===== config.mk =====
export PLATFORM = sky130hd
export DESIGN_NAME = two_level_logic_minimizer
export DESIGN_NICKNAME = d
export VERILOG_FILES = /design/src/design/tlm_pkg.sv /design/src/design/two_level_logic_minimizer.sv /design/src/design/tlm_prime_ram.sv /design/src/design/tlm_pick_ram.sv
export SDC_FILE = /design/constraint.sdc
export NUM_CORES = 2
export LEC_CHECK = 0
export ABC_AREA = 1
export ABC_CLOCK_PERIOD_IN_PS = 28500
export BUFFER_PORTS_ARGS = -buffer_cell sky130_fd_sc_hd__clkbuf_2
export CORE_MARGIN = 2
export CORE_UTILIZATION = 34
export CTS_CLUSTER_SIZE = 16
export DETAILED_ROUTE_END_ITERATION = 7
export MAX_ROUTING_LAYER = met4
export SETUP_SLACK_MARGIN = 0.2
export SYNTH_ARGS = -nofsm -noshare
export SYNTH_HDL_FRONTEND = slang
export SYNTH_HIERARCHICAL = 1
export SYNTH_SLANG_ARGS = --single-unit

===== constraint.sdc =====
create_clock -name clk -period 28.5 [get_ports clk]
set_input_delay 4.275 -clock clk [delete_from_list [all_inputs] [get_ports clk]]
set_output_delay 4.275 -clock clk [all_outputs]
set_load 0.02 [all_outputs]

===== src/design/tlm_pkg.sv =====
// ----------------------------------------------------------------------------
// tlm_pkg
// Shared types and helpers of the two-level logic minimizer.
// ----------------------------------------------------------------------------
package tlm_pkg;
	localparam int MaxVars = 6;
	localparam int NumTerms = 1 << MaxVars;
	localparam int NumCubes = 729;
	localparam int CubeIdxW = 10;
	localparam int PickW = 7;

	typedef enum logic [1:0] {
		CMD_LOAD = 2'd0,
		CMD_DC = 2'd1,
		CMD_SOLVE = 2'd2,
		CMD_NONE = 2'd3
	} cmd_t;

	typedef enum logic [0:0] {
		REG_NUM_VARS = 1'b0,
		REG_MAXTERM = 1'b1
	} reg_idx_t;

	typedef enum logic [3:0] {
		ST_IDLE, ST_PRIME, ST_ESS, ST_ESS_PICK, ST_GREEDY, ST_GREEDY_END,
		ST_OUT_RD, ST_OUT
	} state_t;

	// Solver control to the pick memory.
	typedef struct packed {
		logic wr_en;
		logic [PickW-2:0] wr_addr;
		logic [2*MaxVars-1:0] wr_data;
	} pick_wr_t;

	// Set of minterms covered by a cube over n variables.
	function automatic logic [NumTerms-1:0] cube_cover(input logic [MaxVars-1:0] ones,
		input logic [MaxVars-1:0] dashes, input logic [MaxVars-1:0] vm);
		logic [NumTerms-1:0] cov;
		logic [MaxVars-1:0] t;
		cov = '0;
		for (int i = 0; i < NumTerms; i++) begin
			t = MaxVars'(i);
			if ((t & ~vm) == '0 && ((t & ~dashes & vm) == ones))
				cov[i] = 1'b1;
		end
		return cov;
	endfunction

	function automatic logic [PickW-1:0] popc(input logic [NumTerms-1:0] x);
		logic [PickW-1:0] s [NumTerms];
		for (int i = 0; i < NumTerms; i++)
			s[i] = PickW'(x[i]);
		// Pairwise adder tree, six levels deep.
		for (int w = NumTerms >> 1; w >= 1; w = w >> 1)
			for (int i = 0; i < w; i++)
				s[i] = s[2*i] + s[2*i+1];
		return s[0];
	endfunction
endpackage


===== src/design/two_level_logic_minimizer.sv =====
// ----------------------------------------------------------------------------
// two_level_logic_minimizer
// Term store and prime/cover solver with streamed cube output.
// ----------------------------------------------------------------------------
// channel   | dir | fields
// s_axis    | in  | tuser: cmd[1:0]; tdata: term[5:0]
// m_axis    | out | tdata: cube_ones[5:0] cube_dashes[11:6]; tuser: cover_empty; tlast
// apb       | in  | num_vars @0, maxterm_mode @4
// A solve walks all 4096 (ones, dashes) pairs per pass, one per cycle: one pass for
// primes, one to count the primes over each term, one to list the essentials, then
// one greedy pass per pick plus a final one, each followed by a decision state; each
// result is then read from the pick memory and emitted on m_axis.
// Reset clears control and listed/dc/unc bitmaps; memories are written before read.
// Output stalls hold the sequencer in its emit state.
module two_level_logic_minimizer import tlm_pkg::*; (
	input logic clk,
	input logic arst_n,
	input logic s_axis_tvalid,
	output logic s_axis_tready,
	input logic [7:0] s_axis_tdata, // term[5:0]
	input logic [1:0] s_axis_tuser, // cmd[1:0]
	output logic m_axis_tvalid,
	input logic m_axis_tready,
	output logic [15:0] m_axis_tdata, // cube_ones[5:0], cube_dashes[11:6]
	output logic m_axis_tuser, // cover_empty
	output logic m_axis_tlast,
	input logic psel,
	input logic penable,
	input logic pwrite,
	input logic [2:0] paddr,
	input logic [31:0] pwdata,
	output logic [31:0] prdata,
	output logic pready
);
	state_t state_q, state_d;
	logic [2:0] num_vars_q;
	logic maxterm_q;
	logic [NumTerms-1:0] listed_q, dc_q, on_q, care_q, unc_q;
	logic [2*MaxVars-1:0] pair_q, pair_s1;
	logic walk_s1;
	logic [PickW-1:0] pick_cnt_q, out_idx_q, best_q;
	logic [2*MaxVars-1:0] best_cube_q;
	// per term: prime count saturated at 2 and the last prime hit
	logic [1:0] hit_cnt_q [NumTerms];
	logic [2*MaxVars-1:0] hit_cube_q [NumTerms];
	logic [NumTerms-1:0] ess_term_q;

	logic [MaxVars-1:0] vm, ones, dashes, ones1, dash1;
	logic [2*MaxVars-1:0] cube_w, cube_s1;
	logic ess_hit;
	logic [2:0] n_eff;
	logic [CubeIdxW-1:0] cidx;
	logic prime_rd, prime_wr, pair_valid, pair_last;
	logic [NumTerms-1:0] cov1;
	pick_wr_t pick_wr;
	logic [2*MaxVars-1:0] pick_rd;
	logic s_fire, cfg_wr;
	logic [1:0] cmd;
	logic [5:0] term;

	assign n_eff = (num_vars_q == 3'd0) ? 3'd1 : (num_vars_q > 3'(MaxVars)) ? 3'(MaxVars)
		: num_vars_q;
	assign vm = MaxVars'((7'd1 << n_eff) - 7'd1);
	// The walk steps dashes fastest so cubes come in (ones, dashes) order.
	assign ones = pair_q[2*MaxVars-1:MaxVars];
	assign dashes = pair_q[MaxVars-1:0];
	assign cube_w = {dashes, ones};
	assign pair_valid = ((ones & dashes) == '0) && ((ones & ~vm) == '0)
		&& ((dashes & ~vm) == '0);
	assign pair_last = (pair_q == '1);

	always_comb begin
		cidx = '0;
		for (int i = MaxVars - 1; i >= 0; i--)
			cidx = CubeIdxW'(cidx * 3 + (dashes[i] ? 2 : (ones[i] ? 1 : 0)));
	end

	// primality: cube inside care set and no single-variable expansion is
	always_comb begin
		prime_wr = ((cube_cover(ones, dashes, vm) & ~care_q) == '0);
		for (int i = 0; i < MaxVars; i++)
			if (vm[i] && !dashes[i] &&
				((cube_cover(ones & ~(MaxVars'(1) << i), dashes | (MaxVars'(1) << i), vm)
				& ~care_q) == '0))
				prime_wr = 1'b0;
	end

	assign ones1 = pair_s1[2*MaxVars-1:MaxVars];
	assign dash1 = pair_s1[MaxVars-1:0];
	assign cube_s1 = {dash1, ones1};
	assign cov1 = cube_cover(ones1, dash1, vm);

	tlm_prime_ram u_prime (
		.clk(clk), .wr_en(state_q == ST_PRIME && pair_valid), .wr_addr(cidx),
		.wr_data(prime_wr), .rd_addr(cidx), .rd_data(prime_rd)
	);

	tlm_pick_ram u_pick (.clk(clk), .wr(pick_wr), .rd_addr(out_idx_q[PickW-2:0]),
		.rd_data(pick_rd));

	assign cmd = s_axis_tuser;
	assign term = s_axis_tdata[5:0];
	assign s_axis_tready = (state_q == ST_IDLE);
	assign s_fire = s_axis_tvalid && s_axis_tready;
	assign pready = 1'b1;
	assign cfg_wr = psel && penable && pwrite;
	assign prdata = (paddr[2] == REG_MAXTERM) ? {31'd0, maxterm_q} : {29'd0, num_vars_q};

	// ess term index sweep in ST_ESS_PICK reuses pair_q as cube walk
	always_comb begin
		state_d = state_q;
		case (state_q)
			ST_IDLE: if (s_fire && cmd == CMD_SOLVE) state_d = ST_PRIME;
			ST_PRIME: if (pair_last) state_d = ST_ESS;
			ST_ESS: if (pair_last) state_d = ST_ESS_PICK;
			ST_ESS_PICK: if (pair_last) state_d = ST_GREEDY;
			ST_GREEDY: if (pair_last) state_d = ST_GREEDY_END;
			ST_GREEDY_END: state_d = (best_q == '0 || unc_q == '0 || pick_cnt_q[PickW-1])
				? ST_OUT_RD : ST_GREEDY;
			ST_OUT_RD: state_d = ST_OUT;
			ST_OUT: if (m_axis_tready)
				state_d = (pick_cnt_q == '0 || out_idx_q + 7'd1 >= pick_cnt_q) ? ST_IDLE
					: ST_OUT_RD;
			default: state_d = ST_IDLE;
		endcase
	end

	// The current cube is the sole prime of some on-set term.
	always_comb begin
		ess_hit = 1'b0;
		for (int t = 0; t < NumTerms; t++)
			if (ess_term_q[t] && hit_cube_q[t] == cube_w)
				ess_hit = 1'b1;
	end

	always_comb begin
		pick_wr = '0;
		if (state_q == ST_ESS_PICK && pair_valid) begin
			pick_wr.wr_en = ess_hit && !pick_cnt_q[PickW-1];
			pick_wr.wr_addr = pick_cnt_q[PickW-2:0];
			pick_wr.wr_data = cube_w;
		end else if (state_q == ST_GREEDY_END && best_q != '0 && unc_q != '0
			&& !pick_cnt_q[PickW-1]) begin
			pick_wr.wr_en = 1'b1;
			pick_wr.wr_addr = pick_cnt_q[PickW-2:0];
			pick_wr.wr_data = best_cube_q;
		end
	end

	assign m_axis_tvalid = (state_q == ST_OUT);
	assign m_axis_tdata = (pick_cnt_q == '0) ? 16'h0000 : {4'd0, pick_rd};
	assign m_axis_tuser = (pick_cnt_q == '0);
	assign m_axis_tlast = (pick_cnt_q == '0) || (out_idx_q + 7'd1 >= pick_cnt_q);

	always_ff @(posedge clk or negedge arst_n) begin
		if (!arst_n) begin
			state_q <= ST_IDLE;
			num_vars_q <= 3'd4;
			maxterm_q <= 1'b0;
			listed_q <= '0;
			dc_q <= '0;
			unc_q <= '0;
			pick_cnt_q <= '0;
			pair_q <= '0;
			walk_s1 <= 1'b0;
			out_idx_q <= '0;
		end else begin
			state_q <= state_d;
			walk_s1 <= (state_q == ST_ESS || state_q == ST_GREEDY) && pair_valid;
			if (cfg_wr) begin
				if (paddr[2] == REG_NUM_VARS) num_vars_q <= pwdata[2:0];
				else maxterm_q <= pwdata[0];
			end
			if (s_fire && {2'b0, term} <= {2'b0, vm}) begin
				if (cmd == CMD_LOAD) listed_q[term] <= 1'b1;
				if (cmd == CMD_DC) dc_q[term] <= 1'b1;
			end
			if (state_q != ST_IDLE && state_q != ST_OUT && state_q != ST_OUT_RD
				&& state_q != ST_GREEDY_END)
				pair_q <= pair_q + 1'b1;
			if (s_fire && cmd == CMD_SOLVE) begin
				pair_q <= '0;
				pick_cnt_q <= '0;
				out_idx_q <= '0;
				listed_q <= '0;
				dc_q <= '0;
				unc_q <= maxterm_q ? (cube_cover('0, vm, vm) & ~(listed_q | dc_q))
					: (listed_q & cube_cover('0, vm, vm));
			end
			if (state_q == ST_ESS_PICK && pair_valid && ess_hit) begin
				pick_cnt_q <= pick_cnt_q + (pick_cnt_q[PickW-1] ? 7'd0 : 7'd1);
				unc_q <= unc_q & ~cube_cover(ones, dashes, vm);
			end
			if (state_q == ST_GREEDY_END) begin
				if (pick_wr.wr_en) begin
					pick_cnt_q <= pick_cnt_q + 1'b1;
					unc_q <= unc_q & ~cube_cover(best_cube_q[MaxVars-1:0],
						best_cube_q[2*MaxVars-1:MaxVars], vm);
				end
			end
			if (state_q == ST_OUT && m_axis_tready)
				out_idx_q <= out_idx_q + 1'b1;
		end
	end

	always_ff @(posedge clk) begin
		pair_s1 <= pair_q;
		if (s_fire && cmd == CMD_SOLVE) begin
			on_q <= maxterm_q ? (cube_cover('0, vm, vm) & ~(listed_q | dc_q))
				: (listed_q & cube_cover('0, vm, vm));
			care_q <= maxterm_q ? cube_cover('0, vm, vm) & (~listed_q | dc_q)
				: (listed_q | dc_q) & cube_cover('0, vm, vm);
			for (int t = 0; t < NumTerms; t++) hit_cnt_q[t] <= '0;
		end
		if (state_q == ST_ESS && walk_s1 == 1'b0 && pair_q == '0)
			for (int t = 0; t < NumTerms; t++) hit_cnt_q[t] <= '0;
		// essential scan: the memory read of the previous pair lands now
		if ((state_q == ST_ESS || state_q == ST_ESS_PICK) && walk_s1 && prime_rd)
			for (int t = 0; t < NumTerms; t++)
				if (cov1[t]) begin
					if (hit_cnt_q[t] != 2'd2) hit_cnt_q[t] <= hit_cnt_q[t] + 1'b1;
					hit_cube_q[t] <= cube_s1;
				end
		// All counts are final before the last pair of the counting pass.
		if (state_q == ST_ESS && pair_last)
			for (int t = 0; t < NumTerms; t++)
				ess_term_q[t] <= on_q[t] && hit_cnt_q[t] == 2'd1;
		if (state_q == ST_GREEDY && pair_q == '0) best_q <= '0;
		if ((state_q == ST_GREEDY || state_q == ST_GREEDY_END) && walk_s1 && prime_rd
			&& popc(cov1 & unc_q) > ((state_q == ST_GREEDY && pair_q == '0) ? '0 : best_q))
		begin
			best_q <= popc(cov1 & unc_q);
			best_cube_q <= cube_s1;
		end
	end
endmodule


===== src/design/tlm_prime_ram.sv =====
// ----------------------------------------------------------------------------
// tlm_prime_ram
// One-bit prime flag memory, one read and one write port, registered read.
// ----------------------------------------------------------------------------
module tlm_prime_ram import tlm_pkg::*; (
	input logic clk,
	input logic wr_en,
	input logic [CubeIdxW-1:0] wr_addr,
	input logic wr_data,
	input logic [CubeIdxW-1:0] rd_addr,
	output logic rd_data
);
	logic mem [NumCubes];

	always_ff @(posedge clk) begin
		if (wr_en)
			mem[wr_addr] <= wr_data;
		rd_data <= mem[rd_addr];
	end
endmodule


===== src/design/tlm_pick_ram.sv =====
// ----------------------------------------------------------------------------
// tlm_pick_ram
// Cover list memory: one cube per entry, ones in the low half.
// ----------------------------------------------------------------------------
module tlm_pick_ram import tlm_pkg::*; (
	input logic clk,
	input pick_wr_t wr,
	input logic [PickW-2:0] rd_addr,
	output logic [2*MaxVars-1:0] rd_data
);
	logic [2*MaxVars-1:0] mem [NumTerms];

	always_ff @(posedge clk) begin
		if (wr.wr_en)
			mem[wr.wr_addr] <= wr.wr_data;
		rd_data <= mem[rd_addr];
	end
endmodule


==> summary.md <==
| Metric | Value |
|---|---|
| Worst Skew | `47.42 ps` |
| Post-synthesis sequential area ratio | `60.54%` |
| Port bufs | `37` |
| DRC | `6` |
| Cell at the root of the clock tree | `clkbuf_16` |
| CP max FO | `24` |
| Final ANT Viol Nets | `0` |
| Final setup vio count | `0` |
| GR Util met1 | `29.51%` |
| Max Buffers Root-to-Sink | `4` |
| Final min period | `10550 ps` |
| Die H | `643.8 um` |
| Reg2reg setup slack | `17950 ps` |
| R2r endpoint | `best_cube_q[9]` |
| Final hold vios | `0` |
| Yosys reg bits | `2855` |
| Crit path from | `num_vars_q[2]` |
| Crit path DAT | `11040 ps` |
| Crit Path Category | `reg -> reg` |
| Hold Crit Class | `reg -> reg` |
| Row cnt | `234` |
| Post-cts hold buffer count | `0` |
| Total CTS buffers | `306` |
| Netlist cell types | `66` |
| Grt met2 use | `33.53%` |
| Setup crit end | `best_cube_q[9]` |
| Ys flop type | `edfxtp_1` |
| Final Cycle Share | `37.02%` |
| Resize count post-CTS | `0` |
| Die span in x | `643.8 um` |
| CTS tree | `yes` |
| Most used cell, CP | `inv_1` |
| Detail Placement HPWL | `273400 um` |
| DR WL/cell | `22.39 um` |
| Share of cells above drive strength 1 | `6.144%` |
| Post-CTS Repair Setup Buffers | `0` |
| DRT iter0 DRCs | `12391` |
| Worst slew pin tran | `1445 ps` |
| Worst Setup End Kind | `flip-flop` |
| Post-synthesis cell count | `14714` |
| Total Wirelength | `453500 um` |
| Sink Count | `2855` |
| Synthesized area | `139200 um^2` |
| Routability Congestion | `0.9952` |
| Post-DR vias/cell | `5.171` |
| Failing checks | `DRC` |
| Core area | `407000 um^2` |
| WP data required | `28980 ps` |
| GRT Residual Overflow | `0` |
| DRT Pass-1 Iters | `8` |
| Worst-path clk slew | `70 ps` |
| Crit start category | `flip-flop` |
| Largest net degree at the start of global routing | `277` |
| RSZ-0062 raised after global routing | `false` |
| Avg Synthesized Cell Area | `9.460 um^2` |
| First-pass GRT wire length | `654200 um` |
| Final Slew Violations | `0` |
| CP max-delay cell | `dfstp_2` |
| Clock latency on the worst-skew pair | `890 ps` |
| TNS Setup | `0 ps` |
| Global Route met3 Usage | `2.894%` |
| Max_slew headroom | `3.676%` |
| Antenna violations before repair | `21` |
| Reg-to-Reg Start | `num_vars_q[2]` |
| Tot GR Track Use | `21.77%` |
| Nets | `14954` |
| Vias in the first global route | `96747` |
| CP peak stage delay | `890 ps` |
| Max cap viols | `0` |
| Fmax achieved | `94.77 MHz` |
| Growth of design area from synthesis to finish | `11.10%` |
| Busiest grt layer | `met2` |
| Die ar. | `414500 um^2` |
| Post-synth EDFFs | `2595` |
| FF-to-FF path depth | `40` |
| Via count | `104713` |
| H-tree level count | `5` |
| Outcome | `finished, violations left` |
| Synth warn | `6` |
| Initial Util | `34.20%` |
| Async set-reset flop share out of synthesis | `7.916%` |
| IO Pins | `105` |
[cell families after synthesis]
kind of cell    Yosys count  share of synthesized area, %
simple gates           7998                         23.34
flops                  2855                         60.54
buf+inv                2183                         6.796
compound gates         1133                         4.661
fa+ha+maj               323                         3.276
xor+xnor                220                         1.384
other cells               2                      0.005395
[flip-flops by register name, summed over array words and instances (netlist names), 12 cells and up]
| register | count |
|---|---|
| best_cube_q | 12 |
| care_q | 64 |
| dc_q | 64 |
| ess_term_q | 64 |
| hit_cnt_q | 128 |
| hit_cube_q | 768 |
| listed_q | 64 |
| on_q | 64 |
| pair_q | 12 |
| pair_s1 | 12 |
| u_pick/mem | 768 |
| u_pick/rd_data | 12 |
| u_prime/mem | 729 |
| unc_q | 64 |
[stage by stage]
stage / cells / cell area (um^2) / util [%] / worst slack, ps / hold slack [ps]
after global placement: 19699 / 144700 / 35.56 / 18150 / 469.2
after global routing: 20247 / 154600 / 38.00 / 17400 / 523.8
after CTS: 20240 / 154600 / 37.99 / 18060 / 488.1
after floorplan: 14749 / 139300 / - / 5246 / 342.2
final: 20251 / 154600 / 38.00 / 17950 / 489.1
after detailed placement: 19699 / 144700 / 35.56 / 18100 / 473.7
[layout make-up]
| class | count | area [um^2] |
|---|---|---|
| antenna | 11 | 27.53 |
| multi-input combinational | 9711 | 45880 |
| tap | 5428 | 6792 |
| timing repair buffer | 337 | 2485 |
| clock buffer | 383 | 8154 |
| fill | 40376 | 252300 |
| clock inverter | 158 | 1724 |
| sequential | 2855 | 84360 |
| inverter | 1368 | 5213 |
[cells in the mapped netlist, drive strengths merged (3+ instances only)]
library cell | number | share of area (%)
o22ai | 55 | 0.25
or2 | 26 | 0.12
a22oi | 3 | 0.016
nand3b | 14 | 0.076
xnor2 | 140 | 0.88
dfxtp | 34 | 0.49
a31oi | 59 | 0.27
ha | 254 | 2.3
nor4 | 19 | 0.085
clkbuf | 269 | 0.73
o21ai | 515 | 1.9
clkinv | 4 | 0.011
xor2 | 80 | 0.50
nand3 | 1527 | 5.5
nor3 | 122 | 0.44
inv | 1364 | 3.7
o211ai | 121 | 0.70
nand4 | 50 | 0.23
a211oi | 6 | 0.036
o21a | 3 | 0.016
a22o | 3 | 0.019
nor2 | 2078 | 5.6
fa | 69 | 0.99
a21oi | 288 | 1.0
edfxtp | 2595 | 56
a21boi | 18 | 0.097
o311ai | 27 | 0.17
o31ai | 12 | 0.065
nand2 | 4154 | 11
o21bai | 10 | 0.054
dfrtp | 225 | 4.0
o221ai | 3 | 0.019
and3 | 3 | 0.013
o2111ai | 4 | 0.030
buf | 546 | 2.4
[worst min-delay path by stage]
stage                  start       endpoint  slack (ps)  cells after the start
6_report       num_vars_q[0]  num_vars_q[0]         490                      2
5_1_grt        num_vars_q[0]  num_vars_q[0]         520                      2
4_1_cts        num_vars_q[0]  num_vars_q[0]         490                      2
3_5_place_dp   num_vars_q[0]  num_vars_q[0]         470                      2
3_3_place_gp   num_vars_q[0]  num_vars_q[0]         470                      2
2_1_floorplan      pair_q[5]     pair_s1[5]         340                      0
[layout by cell type (no fill, tap or decap), types with 14 or more instances in the layout]
| cell type | synthesis | layout |
|---|---|---|
| clkinv_2 | 0 | 47 |
| o311ai_0 | 27 | 27 |
| or2_2 | 14 | 14 |
| nand3_1 | 1525 | 1525 |
| o211ai_2 | 14 | 14 |
| clkinv_1 | 4 | 57 |
| clkbuf_2 | 1 | 36 |
| dfrtp_1 | 225 | 208 |
| a31oi_1 | 59 | 59 |
| nor2_1 | 2070 | 2061 |
| nor3_1 | 121 | 119 |
| a21oi_1 | 288 | 286 |
| inv_1 | 1338 | 1332 |
| dfrtp_4 | 0 | 14 |
| xor2_1 | 80 | 79 |
| xnor2_1 | 140 | 139 |
| o21ai_0 | 403 | 399 |
| conb_1 | 2 | 37 |
| o211ai_1 | 107 | 107 |
| fa_1 | 69 | 69 |
| nand4_1 | 49 | 49 |
| nand3b_1 | 14 | 14 |
| o22ai_1 | 55 | 46 |
| buf_4 | 110 | 297 |
| a21boi_0 | 18 | 18 |
| o21ai_1 | 112 | 113 |
| edfxtp_1 | 2595 | 2595 |
| nand2_1 | 4140 | 4139 |
| clkbuf_16 | 0 | 312 |
| bufinv_16 | 0 | 30 |
| ha_1 | 254 | 252 |
| inv_2 | 24 | 15 |
| clkbuf_1 | 268 | 63 |
| nor4_1 | 19 | 19 |
| dfxtp_1 | 34 | 22 |
[critical path: cells and delay by family, from the launching register on]
family          cells  cell delay (ps)
fa+ha+maj          12             5010
compound gates      2              300
simple gates       12             1460
xor+xnor            2              430
flops               1              890
buf+inv            12             2040
[layer usage]
layer	vias to the layer above	wire length (um)
li1	48197	-
met1	51083	192300
met2	4551	205600
met3	882	38220
met4	0	17340
met5	-	0
Power is not shown: default switching activity piles up to over one toggle a cycle in this logic, so the estimate is an artifact.
